## src/rtl/piclc_pkg.sv

```systemverilog
// ----------------------------------------------------------------------------
// piclc_pkg
// Shared types and constants of the PI current-limit controller: register
// indexes, reset values, divider and scaling sizes, state encoding and the
// command and status groups between controller and datapath.
// ----------------------------------------------------------------------------
package piclc_pkg;

    // scaling of both gains
    localparam int unsigned SCALE_DIV = 100;

    // register indexes on the configuration port
    localparam logic [1:0] REG_PROP_GAIN   = 2'd0;
    localparam logic [1:0] REG_INTEG_GAIN  = 2'd1;
    localparam logic [1:0] REG_PWM_LIMIT   = 2'd2;
    localparam logic [1:0] REG_DRIVE_CLAMP = 2'd3;

    // reset values
    localparam logic [15:0] RST_PROP_GAIN   = 16'd100;
    localparam logic [15:0] RST_INTEG_GAIN  = 16'd10;
    localparam logic [15:0] RST_PWM_LIMIT   = 16'd1000;
    localparam logic [14:0] RST_DRIVE_CLAMP = 15'd1000;

    // bound divider: dividend wide enough for pwm_limit * 100
    localparam int unsigned DIV_W = 23;
    localparam int unsigned CNT_W = $clog2(DIV_W);

    // largest drive magnitude worth scaling: anything above gives a
    // quotient past the widest possible drive clamp
    localparam int unsigned DRV_MAG_W = 22;
    localparam logic [DRV_MAG_W-1:0] DRIVE_MAG_SAT = DRV_MAG_W'(SCALE_DIV * 32768 - 1);

    // magnitude / 100 as (m * ceil(2^29 / 100)) >> 29, exact for m < 2^22
    localparam int unsigned DRV_SHIFT = 29;
    localparam logic [22:0] DRV_RECIP = 23'd5368710;

    // controller states
    typedef enum logic [2:0] {
        S_IDLE,
        S_BOUND,
        S_INTEG,
        S_MULT,
        S_ACC,
        S_LOAD,
        S_DRIVE,
        S_OUT
    } t_state;

    // configuration register set
    typedef struct packed {
        logic [15:0] prop_gain;
        logic [15:0] integ_gain;
        logic [15:0] pwm_limit;
        logic [14:0] drive_clamp;
    } t_cfg;

    // controller to datapath
    typedef struct packed {
        logic start;        // capture error, start integral bound division
        logic update_integ; // add error, clamp integral
        logic mult;         // form both gain products
        logic acc;          // sum the products
        logic load_drv;     // capture drive sign and saturated magnitude
        logic scale;        // reciprocal multiply for magnitude / 100
        logic write_out;    // load output register
    } t_cmd;

    // datapath to controller
    typedef struct packed {
        logic div_done;
        logic out_free;
    } t_sts;

endpackage

```

## src/rtl/piclc_cfg_regs.sv

```systemverilog
// ----------------------------------------------------------------------------
// piclc_cfg_regs
// Configuration register file: plain indexed write, no read-back.
// ----------------------------------------------------------------------------
module piclc_cfg_regs import piclc_pkg::*; (
    input  logic        i_clk,
    input  logic        i_rst_n,
    input  logic        i_cfg_we,
    input  logic [1:0]  i_cfg_addr,
    input  logic [15:0] i_cfg_wdata,
    output t_cfg        o_cfg
);

    t_cfg r_cfg;

    // register writes
    always_ff @(posedge i_clk) begin
        if (!i_rst_n) begin
            r_cfg.prop_gain   <= RST_PROP_GAIN;
            r_cfg.integ_gain  <= RST_INTEG_GAIN;
            r_cfg.pwm_limit   <= RST_PWM_LIMIT;
            r_cfg.drive_clamp <= RST_DRIVE_CLAMP;
        end else if (i_cfg_we) begin
            unique case (i_cfg_addr)
                REG_PROP_GAIN:   r_cfg.prop_gain   <= i_cfg_wdata;
                REG_INTEG_GAIN:  r_cfg.integ_gain  <= i_cfg_wdata;
                REG_PWM_LIMIT:   r_cfg.pwm_limit   <= i_cfg_wdata;
                REG_DRIVE_CLAMP: r_cfg.drive_clamp <= i_cfg_wdata[14:0];
                default: ;
            endcase
        end
    end

    assign o_cfg = r_cfg;

endmodule

```

## src/rtl/piclc_div.sv

```systemverilog
// ----------------------------------------------------------------------------
// piclc_div
// Restoring unsigned divider, one quotient bit per cycle. Forms the integral
// bound pwm_limit * 100 / integ_gain.
// ----------------------------------------------------------------------------
module piclc_div import piclc_pkg::*; (
    input  logic             i_clk,
    input  logic             i_rst_n,
    input  logic             i_start,
    input  logic [DIV_W-1:0] i_dividend,
    input  logic [15:0]      i_divisor,
    output logic [DIV_W-1:0] o_quotient,
    output logic             o_done
);

    localparam logic [CNT_W-1:0] LAST_STEP = CNT_W'(DIV_W - 1);

    logic             r_busy;
    logic             r_done;
    logic [CNT_W-1:0] r_cnt;
    logic [15:0]      r_rem;
    logic [DIV_W-1:0] r_quo;
    logic [15:0]      r_dvs;

    logic [16:0] w_trial;
    logic [16:0] w_diff;
    logic        w_ge;

    // one trial subtraction
    assign w_trial = {r_rem, r_quo[DIV_W-1]};
    assign w_diff  = w_trial - {1'b0, r_dvs};
    assign w_ge    = (w_trial >= {1'b0, r_dvs});

    // sequencing
    always_ff @(posedge i_clk) begin
        if (!i_rst_n) begin
            r_busy <= 1'b0;
            r_done <= 1'b0;
            r_cnt  <= '0;
        end else if (i_start) begin
            r_busy <= 1'b1;
            r_done <= 1'b0;
            r_cnt  <= '0;
        end else if (r_busy) begin
            r_cnt <= r_cnt + 1'b1;
            if (r_cnt == LAST_STEP) begin
                r_busy <= 1'b0;
                r_done <= 1'b1;
            end
        end else begin
            r_done <= 1'b0;
        end
    end

    // remainder and quotient shift
    always_ff @(posedge i_clk) begin
        if (i_start) begin
            r_rem <= '0;
            r_quo <= i_dividend;
            r_dvs <= i_divisor;
        end else if (r_busy) begin
            r_rem <= w_ge ? w_diff[15:0] : w_trial[15:0];
            r_quo <= {r_quo[DIV_W-2:0], w_ge};
        end
    end

    assign o_quotient = r_quo;
    assign o_done     = r_done;

endmodule

```

## src/rtl/piclc_ctrl.sv

```systemverilog
// ----------------------------------------------------------------------------
// piclc_ctrl
// Sequencer for one sample: bound division, integral update, products,
// sum, drive scaling, output write.
// ----------------------------------------------------------------------------
module piclc_ctrl import piclc_pkg::*; (
    input  logic i_clk,
    input  logic i_rst_n,
    input  logic i_in_valid,
    output logic o_in_ready,
    input  t_sts i_sts,
    output t_cmd o_cmd
);

    t_state r_state;
    t_state n_state;

    always_ff @(posedge i_clk) begin
        if (!i_rst_n) begin
            r_state <= S_IDLE;
        end else begin
            r_state <= n_state;
        end
    end

    // next state
    always_comb begin
        n_state = r_state;
        unique case (r_state)
            S_IDLE:  if (i_in_valid) n_state = S_BOUND;
            S_BOUND: if (i_sts.div_done) n_state = S_INTEG;
            S_INTEG: n_state = S_MULT;
            S_MULT:  n_state = S_ACC;
            S_ACC:   n_state = S_LOAD;
            S_LOAD:  n_state = S_DRIVE;
            S_DRIVE: n_state = S_OUT;
            S_OUT:   if (i_sts.out_free) n_state = S_IDLE;
            default: n_state = S_IDLE;
        endcase
    end

    // outputs
    always_comb begin
        o_cmd      = '0;
        o_in_ready = 1'b0;
        unique case (r_state)
            S_IDLE: begin
                o_in_ready = 1'b1;
                o_cmd.start = i_in_valid;
            end
            S_INTEG: o_cmd.update_integ = 1'b1;
            S_MULT:  o_cmd.mult = 1'b1;
            S_ACC:   o_cmd.acc = 1'b1;
            S_LOAD:  o_cmd.load_drv = 1'b1;
            S_DRIVE: o_cmd.scale = 1'b1;
            S_OUT:   o_cmd.write_out = i_sts.out_free;
            default: ;
        endcase
    end

endmodule

```

## src/rtl/piclc_datapath.sv

```systemverilog
// ----------------------------------------------------------------------------
// piclc_datapath
// Error, clamped integral, gain products, signed scaling by 100 and the
// output register.
// ----------------------------------------------------------------------------
module piclc_datapath import piclc_pkg::*; (
    input  logic               i_clk,
    input  logic               i_rst_n,
    input  t_cfg               i_cfg,
    input  t_cmd               i_cmd,
    output t_sts               o_sts,
    input  logic signed [15:0] i_measured_current,
    input  logic signed [15:0] i_target_current,
    output logic               o_out_valid,
    input  logic               i_out_ready,
    output logic signed [15:0] o_drive_value
);

    logic signed [16:0]   r_err;
    logic signed [23:0]   r_integ;
    logic signed [33:0]   r_p1;
    logic signed [40:0]   r_p2;
    logic signed [41:0]   r_acc;
    logic                 r_neg;
    logic [DRV_MAG_W-1:0] r_mag;
    logic [14:0]          r_dquo;
    logic                 r_out_valid;
    logic signed [15:0]   r_out_data;

    logic [DIV_W-1:0]     w_quotient;
    logic                 w_div_done;
    logic [DIV_W-1:0]     w_dividend;
    logic [15:0]          w_divisor;

    logic signed [24:0]   w_sum;
    logic signed [24:0]   w_bound;
    logic signed [24:0]   w_bound_n;
    logic signed [23:0]   w_integ_clamped;
    logic [41:0]          w_mag;
    logic [DRV_MAG_W-1:0] w_mag_sat;
    logic [43:0]          w_scaled;
    logic [14:0]          w_lim;
    logic signed [15:0]   w_drive;

    // bound division operands; zero gain bounds as if it were one
    assign w_dividend = DIV_W'(i_cfg.pwm_limit * SCALE_DIV);
    assign w_divisor  = (i_cfg.integ_gain == 16'd0) ? 16'd1 : i_cfg.integ_gain;

    piclc_div u_div (
        .i_clk      (i_clk),
        .i_rst_n    (i_rst_n),
        .i_start    (i_cmd.start),
        .i_dividend (w_dividend),
        .i_divisor  (w_divisor),
        .o_quotient (w_quotient),
        .o_done     (w_div_done)
    );

    // integral plus error, clamped to the bound
    assign w_sum     = 25'(r_integ) + 25'(r_err);
    assign w_bound   = $signed({2'b00, w_quotient});
    assign w_bound_n = -w_bound;

    always_comb begin
        if (w_sum > w_bound) begin
            w_integ_clamped = w_bound[23:0];
        end else if (w_sum < w_bound_n) begin
            w_integ_clamped = w_bound_n[23:0];
        end else begin
            w_integ_clamped = w_sum[23:0];
        end
    end

    // drive magnitude, saturated to what the clamp can ever pass
    assign w_mag     = r_acc[41] ? 42'(-r_acc) : 42'(r_acc);
    assign w_mag_sat = (w_mag > 42'(DRIVE_MAG_SAT)) ? DRIVE_MAG_SAT
                                                    : w_mag[DRV_MAG_W-1:0];

    // magnitude / 100 by reciprocal multiply, truncating
    assign w_scaled = {22'd0, r_mag} * {21'd0, DRV_RECIP};

    // drive: clamp magnitude, restore sign
    assign w_lim   = (r_dquo > i_cfg.drive_clamp) ? i_cfg.drive_clamp : r_dquo;
    assign w_drive = r_neg ? -$signed({1'b0, w_lim}) : $signed({1'b0, w_lim});

    // integral state
    always_ff @(posedge i_clk) begin
        if (!i_rst_n) begin
            r_integ <= '0;
        end else if (i_cmd.update_integ) begin
            r_integ <= w_integ_clamped;
        end
    end

    // arithmetic pipeline registers
    always_ff @(posedge i_clk) begin
        if (i_cmd.start) begin
            r_err <= 17'(i_target_current) - 17'(i_measured_current);
        end
        if (i_cmd.mult) begin
            r_p1 <= $signed({1'b0, i_cfg.prop_gain}) * r_err;
            r_p2 <= $signed({1'b0, i_cfg.integ_gain}) * r_integ;
        end
        if (i_cmd.acc) begin
            r_acc <= 42'(r_p1) + 42'(r_p2);
        end
        if (i_cmd.load_drv) begin
            r_neg <= r_acc[41];
            r_mag <= w_mag_sat;
        end
        if (i_cmd.scale) begin
            r_dquo <= w_scaled[DRV_SHIFT +: 15];
        end
        if (i_cmd.write_out) begin
            r_out_data <= w_drive;
        end
    end

    // output word holding register
    always_ff @(posedge i_clk) begin
        if (!i_rst_n) begin
            r_out_valid <= 1'b0;
        end else if (i_cmd.write_out) begin
            r_out_valid <= 1'b1;
        end else if (i_out_ready) begin
            r_out_valid <= 1'b0;
        end
    end

    assign o_sts.div_done = w_div_done;
    assign o_sts.out_free = ~r_out_valid | i_out_ready;
    assign o_out_valid    = r_out_valid;
    assign o_drive_value  = r_out_data;

endmodule

```

## src/rtl/pi_current_limit_controller_unit.sv

```systemverilog
// ----------------------------------------------------------------------------
// pi_current_limit_controller_unit
// PI current controller with integral anti-windup clamp.
//
// Input stream: one word per sample, measured current in tdata[15:0] and
// target current in tdata[31:16], both two's complement. Output stream: one
// drive word per sample, tdata[15:0], clamped to +/- the drive clamp.
// Gains and limits are set on the write port (index 0 prop_gain,
// 1 integ_gain, 2 pwm_limit, 3 drive clamp) while the block is idle.
//
// Each sample runs through the integral bound division, in which the
// one-bit-per-cycle divider runs 23 steps, then the integral, product, sum,
// magnitude, scaling and output steps; no new sample is accepted until the
// sequencer returns to idle after the output step.
// The output register decouples the sides: a new sample is taken while the
// last drive word still waits. If the receiver stalls, the next result waits
// in the sequencer until the output register frees, and no further sample is
// accepted meanwhile.
// Reset (synchronous, active low) clears the integral, loads the register
// reset values and empties the output; no clearing pass is needed.
// ----------------------------------------------------------------------------
module pi_current_limit_controller_unit import piclc_pkg::*; (
    input  logic        i_clk,
    input  logic        i_rst_n,
    // slave side
    input  logic        i_s_axis_tvalid,
    output logic        o_s_axis_tready,
    input  logic [31:0] i_s_axis_tdata,   // [15:0] measured_current, [31:16] target_current
    // master side
    output logic        o_m_axis_tvalid,
    input  logic        i_m_axis_tready,
    output logic [15:0] o_m_axis_tdata,   // [15:0] drive_value
    // configuration write port
    input  logic        i_cfg_we,
    input  logic [1:0]  i_cfg_addr,
    input  logic [15:0] i_cfg_wdata
);

    t_cfg               w_cfg;
    t_cmd               w_cmd;
    t_sts               w_sts;
    logic signed [15:0] w_drive;

    piclc_cfg_regs u_cfg (
        .i_clk       (i_clk),
        .i_rst_n     (i_rst_n),
        .i_cfg_we    (i_cfg_we),
        .i_cfg_addr  (i_cfg_addr),
        .i_cfg_wdata (i_cfg_wdata),
        .o_cfg       (w_cfg)
    );

    piclc_ctrl u_ctrl (
        .i_clk      (i_clk),
        .i_rst_n    (i_rst_n),
        .i_in_valid (i_s_axis_tvalid),
        .o_in_ready (o_s_axis_tready),
        .i_sts      (w_sts),
        .o_cmd      (w_cmd)
    );

    piclc_datapath u_dp (
        .i_clk              (i_clk),
        .i_rst_n            (i_rst_n),
        .i_cfg              (w_cfg),
        .i_cmd              (w_cmd),
        .o_sts              (w_sts),
        .i_measured_current (i_s_axis_tdata[15:0]),
        .i_target_current   (i_s_axis_tdata[31:16]),
        .o_out_valid        (o_m_axis_tvalid),
        .i_out_ready        (i_m_axis_tready),
        .o_drive_value      (w_drive)
    );

    assign o_m_axis_tdata = w_drive;

    // a taken sample keeps the input closed for the next cycle
    a_busy_after_accept: assert property (@(posedge i_clk) disable iff (!i_rst_n)
        (i_s_axis_tvalid && o_s_axis_tready) |=> !o_s_axis_tready)
        else $error("input still open after accepting a sample");

    // a delivered drive word lies within the output clamp
    a_drive_in_range: assert property (@(posedge i_clk) disable iff (!i_rst_n)
        o_m_axis_tvalid |-> ($signed(o_m_axis_tdata) <= $signed({1'b0, w_cfg.drive_clamp})
                          && $signed(o_m_axis_tdata) >= -$signed({1'b0, w_cfg.drive_clamp})))
        else $error("drive word outside the drive clamp");

    // the output register is only loaded when empty or while its word is taken
    a_write_when_free: assert property (@(posedge i_clk) disable iff (!i_rst_n)
        (w_cmd.write_out && o_m_axis_tvalid) |-> i_m_axis_tready)
        else $error("output word overwritten before it was taken");

endmodule
```

## config.mk

```make
export PLATFORM = sky130hd
export DESIGN_NAME = pi_current_limit_controller_unit
export DESIGN_NICKNAME = d
export VERILOG_FILES = /design/src/rtl/piclc_pkg.sv /design/src/rtl/piclc_cfg_regs.sv /design/src/rtl/piclc_div.sv /design/src/rtl/piclc_ctrl.sv /design/src/rtl/piclc_datapath.sv /design/src/rtl/pi_current_limit_controller_unit.sv
export SDC_FILE = /design/constraint.sdc
export NUM_CORES = 2
export LEC_CHECK = 0
export BUFFER_PORTS_ARGS = -buffer_cell sky130_fd_sc_hd__buf_2
export CAP_MARGIN = 20
export CORE_MARGIN = 2
export CORE_UTILIZATION = 50
export DETAILED_ROUTE_END_ITERATION = 6
export PLACE_DENSITY = 0.78
export SLEW_MARGIN = 0
export SYNTH_ARGS = -nofsm -noshare
export SYNTH_HDL_FRONTEND = slang
export SYNTH_SLANG_ARGS = --single-unit
```

## constraint.sdc

```tcl
create_clock -name i_clk -period 6.5 [get_ports i_clk]
set_input_delay 0.65 -clock i_clk [delete_from_list [all_inputs] [get_ports i_clk]]
set_output_delay 0.65 -clock i_clk [all_outputs]
set_load 0.02 [all_outputs]
```

Word level (Yosys, flattened, before mapping). Cells that the tools add are included.

Add/sub/neg operators: 8. Multiply operators: 4. Order comparisons: 5. Equal/unequal tests: 14. Multiplexer cells: 25. Bitwise logic cells: 4. Reductions and logical operators: 12.

Operators by type and width (number): two-way mux 24 bit (2); two-way mux 23 bit (2); multiplier 22 x 22 -> 43 bit, second input constant (1); adder 34 x 41 -> 42 bit (1); greater-than comparator 42 x 22 -> 1 bit, second input constant (1); two-way mux 42 bit (1); negator 42 bit (1); multiplier 17 x 24 -> 41 bit (1); multiplier 17 x 17 -> 34 bit (1); two-way mux 15 bit (2); adder 24 x 17 -> 25 bit (1); greater-than comparator 25 x 24 -> 1 bit (1); less-than comparator 25 bit (1); negator 23 -> 25 bit (1); one-hot mux 3 bit (8 select lines) (1); multiplier 16 x 5 -> 21 bit, second input constant (1); greater-or-equal comparator 17 x 16 -> 1 bit (1); subtractor 16 x 16 -> 17 bit (1); logical NOT 16 bit (1); two-way mux 16 bit (1); negator 15 -> 16 bit (1); subtractor 16 bit (1); greater-than comparator 15 bit (1); two-way mux 1 bit (13); other kinds (19) (33).

Register bits: 341. Input port bits: 55. Logic and storage cells: 95.

Logic depth before layout (Yosys ltp).
Word-level depth: 4. Depth in mapped cells: 25.

By module. From an unflattened synthesis, not the netlist that was laid out.

Cell total of the unflattened synthesis: 5718. Area, all modules: 53641.4 sq um.

Modules (own cells, without submodules): piclc_datapath (instances 1, cells each 5148, area an instance 47575.6 sq um, sequential area each 6145.9 sq um); piclc_div (instances 1, cells each 310, area an instance 3419.5 sq um, sequential area each 1631.6 sq um); piclc_cfg_regs (instances 1, cells each 234, area an instance 2421.1 sq um, sequential area each 1261.2 sq um); piclc_ctrl (instances 1, cells each 26, area an instance 225.2 sq um, sequential area each 60.1 sq um).

Worst setup path before layout. OpenSTA, ideal clock, no wires.

Path type: reg2reg. From: reg u_cfg.r_cfg (netlist bit u_cfg.o_cfg[33]). To: reg u_dp.r_p2[40] (data pin). Setup time: 0.260 ns. Arrival time: 6.233 ns. Data required time: 6.240 ns. Path slack: 0.007 ns. Cell stages (with the launch flop): 23. Period minus slack after synthesis: 6.493 ns. Cell sequence: dfxtp_1 > clkbuf_1 > clkbuf_1 > nand2_1 > fa_1 > fa_1 > inv_1 > fa_1 > fa_1 > fa_1 > inv_1 > fa_1 > inv_1 > ha_1 > and3_1 > nand2_1 > o31ai_2 > a41oi_1 > o41ai_2 > a211oi_1 > o31ai_1 > a21oi_1 > xnor2_1.

Longest elaborated chain between the ends: 1.

Ends and longest elaborated chain: start, declared (RTL line piclc_cfg_regs.sv:14) `t_cfg r_cfg;`; multiplier 17 x 24 -> 41 bit (RTL line piclc_datapath.sv:102) `r_p2 <= $signed({1'b0, i_cfg.integ_gain}) * r_integ;`; end signal, assigned (RTL line piclc_datapath.sv:102); end, declared (RTL line piclc_datapath.sv:22) `logic signed [40:0] r_p2;`.

No other way between the ends. A chain may end at the register's enable or synchronous reset.

Worst setup path after layout.
From: reg u_dp.r_mag[7]. To: reg u_dp.r_dquo[8] (data pin).

Longest elaborated chain between the ends: 1.

Ends and longest elaborated chain: start, declared (RTL line piclc_datapath.sv:25) `logic [DRV_MAG_W-1:0] r_mag;`; start signal, assigned (RTL line piclc_datapath.sv:109) `r_mag <= w_mag_sat;`; multiplier 22 x 22 -> 43 bit (RTL line piclc_datapath.sv:80) `assign w_scaled = {22'd0, r_mag} * {21'd0, DRV_RECIP};`; via u_dp.w_scaled[37] (RTL line piclc_datapath.sv:41) `logic [43:0] w_scaled;`; end signal, assigned (RTL line piclc_datapath.sv:112) `r_dquo <= w_scaled[DRV_SHIFT +: 15];`; end, declared (RTL line piclc_datapath.sv:26) `logic [14:0] r_dquo;`.

The timed path passes the listed nets, and every way through them passes these cells.

==> impl_metrics.ini <==
[status]
status = finished with violations
violations = setup timing

[detailed_routing]
first_pass_iters = 6
post_drt_wl_per_cell_um = 18.7
ant_nets = 0
vias = 41200
drt_iter0_drc = 3091
drc = 0
finalWirelength_um = 140000
via_per_inst = 5.51

[worst_setup_path]
worstSetupPathType = flip-flop to flip-flop
crit_fanout = 4
required_ps = 6860
critPathCaptureType = flip-flop
critPathArrivalTime_ps = 6960
cp-start-kind = flip-flop

[clock_tree]
clkSlewWorstSetupHoldPaths_ps = 60
clkSinkCount = 341
hold_buffers = 0
cts_tree = built
cts_max_level = 2
insertion_delay_ps = 630
clock_path_buffers = 3
cts_root_buf = clkbuf_16
cts_buffers = 42

[global_route]
grt_overflow_total = 0
antenna_found_initial = 1
grt_pass1_vias = 43200
grt_pass1_wl_um = 225000
grt_max_degree = 76
grt.total_usage_pct = 25.9

[die]
die_h_um = 331
floorplan.die_area_sq_um = 109000
num_rows = 119
io_pins = 73
core-area_sq_um = 106000
start_util_pct = 50.6
die_w_um = 331

[sta]
min_period_over_period_pct = 102
fin_ws_ps = -103
slew-limit-headroom_pct = 27.9
fin_crit_ps = 6600
finClkSkew_ps = 37.7
rsz0062_at_grt = true
fmax_mhz = 151
setup-violations-final = 4
final_hold_viol_count = 0
worst_pin_slew_ps = 1080
final_max_slew_viol_count = 0
worst_hold_slack_ps = 354

[place]
routabilityCongestion = 0.966
place_ws_ps = -279
place.port_buffers = 72
dpl-instance-area_sq_um = 57600
hpwl_um = 114000

[synth]
synth_area_leaders = fa_1 29%, ha_1 16%, edfxtp_1 13%
synthFlopType = edfxtp_1
yosysWarnings = 0
syn_area_sq_um = 53400
ys_seq_elements = 341
synth_edf_count = 225
yosys.cell_types.count = 85
seq_area_frac_synth_pct = 17.0
postSynthAreaPerCell_sq_um = 9.27
synthArstFlopShare_pct = 0
yosysTopAreaCellShare_pct = 29.2
synth.net_count = 7276
synth_top_cell_by_area = fa_1
syn_inst = 5761

[run]
drv_cap = 0

[layout]
final_nets = 7574
fill_cells = 8796
syn_to_final_growth_pct = 12.9
diodes = 0
final_area_sq_um = 60300
drive_gt1_share_pct = 11.9

[hold_path]
min-delay-path-class = input port to flip-flop

[power_and_ir_drop]
power_density_nw_per_um2 = 339
p_leak_nw = 30.3
ir_worst_vdd_uv = 653
==> cells in the mapped netlist, types with 39 or more instances <==
cell / n
clkbuf_1: 184
nand2b_1: 39
xnor2_1: 143
inv_1: 1236
dfxtp_1: 116
xor2_1: 87
nand3_1: 85
o21ai_0: 158
and2_1: 304
nor3_1: 48
nand2_1: 636
a21boi_0: 48
ha_1: 682
a21oi_1: 211
edfxtp_1: 225
nor2b_1: 53
fa_1: 778
nor2_1: 152
a21o_1: 93
==> registers in the layout (all words and copies together), names as in the netlist, 15 cells and up <==
register	cells
u_cfg.o_cfg	63
u_dp.o_drive_value	16
u_dp.r_acc	42
u_dp.r_dquo	15
u_dp.r_err	17
u_dp.r_integ	24
u_dp.r_mag	22
u_dp.r_p1	34
u_dp.r_p2	41
u_dp.u_div.o_quotient	23
u_dp.u_div.r_dvs	16
u_dp.u_div.r_rem	16
==> metal layers <==
layer	vias to the layer above	wire length [um]	track usage [%]
li1	19000	-	-
met5	-	0	0
met1	20300	56900	33.9
met2	1592	67000	43.6
met4	0	6470	10.6
met3	371	9750	3.28
==> where the power goes <==
| part | switching [mW] | internal (mW) | leakage [nW] | total [mW] |
|---|---|---|---|---|
| Clock | 1.09 | 1.43 | 0.690 | 2.52 |
| Combinational | 8.18 | 6.18 | 26.5 | 14.4 |
| Sequential | 0.440 | 3.13 | 3.09 | 3.57 |
| Total | 9.71 | 10.7 | 30.3 | 20.5 |
==> worst paths after layout <==
path / startpoint / end / slack, ps / cells after the start
hold reg to reg: u_dp.u_div.r_rem[15] / u_dp.u_div.r_rem[15] / 470 / 2
setup / recovery: u_dp.r_mag[7] / u_dp.r_dquo[8] / -100 / 24
setup reg to reg: u_dp.r_mag[7] / u_dp.r_dquo[8] / -100 / 24
hold / removal: i_cfg_wdata[1] / u_cfg.o_cfg[16] / 350 / 3
==> worst max-delay path, cell delays in order, from the launching register on <==
cell and delay, ps:
edfxtp_1 520, buf_6 190, ha_4 160, ha_4 260
inv_2 30, fa_1 520, inv_2 50, fa_1 590
fa_2 470, fa_1 550, inv_1 50, fa_1 500
inv_2 50, ha_4 210, a21o_1 180, a221o_1 330
a211o_1 320, a211oi_2 220, buf_4 160, o211ai_1 90
buf_4 160, or2_1 220, a21o_1 230, a31oi_2 200
xnor2_1 80
==> cells by family (layout without fill, tap and decap cells) <==
group                    Yosys count  in the layout  synth area share, %
flip-flops                       341            341                 17.0
buffers and inverters           1431           1763                 10.1
adder cells (fa/ha/maj)         1460           1460                 45.2
multiplexers                      51             51                0.994
AND/OR/NAND/NOR                 1468           1468                 13.4
XOR/XNOR                         230            230                 3.77
AO/OA/AOI/OAI                    780            780                 9.54
==> cell usage in the layout (no fill, tap or decap), types with 39 or more instances in the layout <==
cell / n
inv_1: 1218
fa_1: 769
ha_1: 647
nand2_1: 631
buf_4: 332
and2_1: 296
edfxtp_1: 225
a21oi_1: 195
o21ai_0: 150
nor2_1: 147
xnor2_1: 143
a21o_1: 92
xor2_1: 87
dfxtp_1: 87
nand3_1: 82
buf_2: 72
nor2b_1: 52
nor3_1: 47
a21boi_0: 47
clkbuf_16: 44
nand2b_1: 39
==> through the flow <==
| step | util [%] | power [mW] | instances | setup TNS (ps) |
|---|---|---|---|---|
| finish | 57.1 | 20.5 | 7484 | -251 |
| global route | 57.1 | 22.2 | 7484 | -2000 |
| CTS | 56.2 | 19.9 | 7456 | 0 |
| detailed placement | 54.5 | 17.2 | 7362 | -2420 |
| global placement | 54.5 | 16.7 | 7361 | -790 |
| floorplan | - | 12.8 | 5761 | 0 |
==> area by class of cell <==
type / instances / area (sq um) / share of cell area (%)
multi-input cells: 3989 / 39700 / 65.8
flip-flops and latches: 341 / 9140 / 15.2
well taps: 1391 / 1740 / 2.89
clock buffers: 49 / 1090 / 1.81
repair buffers: 449 / 3630 / 6.02
inverters: 1236 / 4640 / 7.69
clock inverters: 29 / 362 / 0.600
==> repair_timing <==
action                                  CTS  global route
pin swaps                                33           113
endpoints found under the setup margin   19            31
cloned                                    0             2
gates resized for setup                  43           163
setup buffers                            16            25
endpoints found under the hold margin     0             0
(Power assumes the default switching activity.)
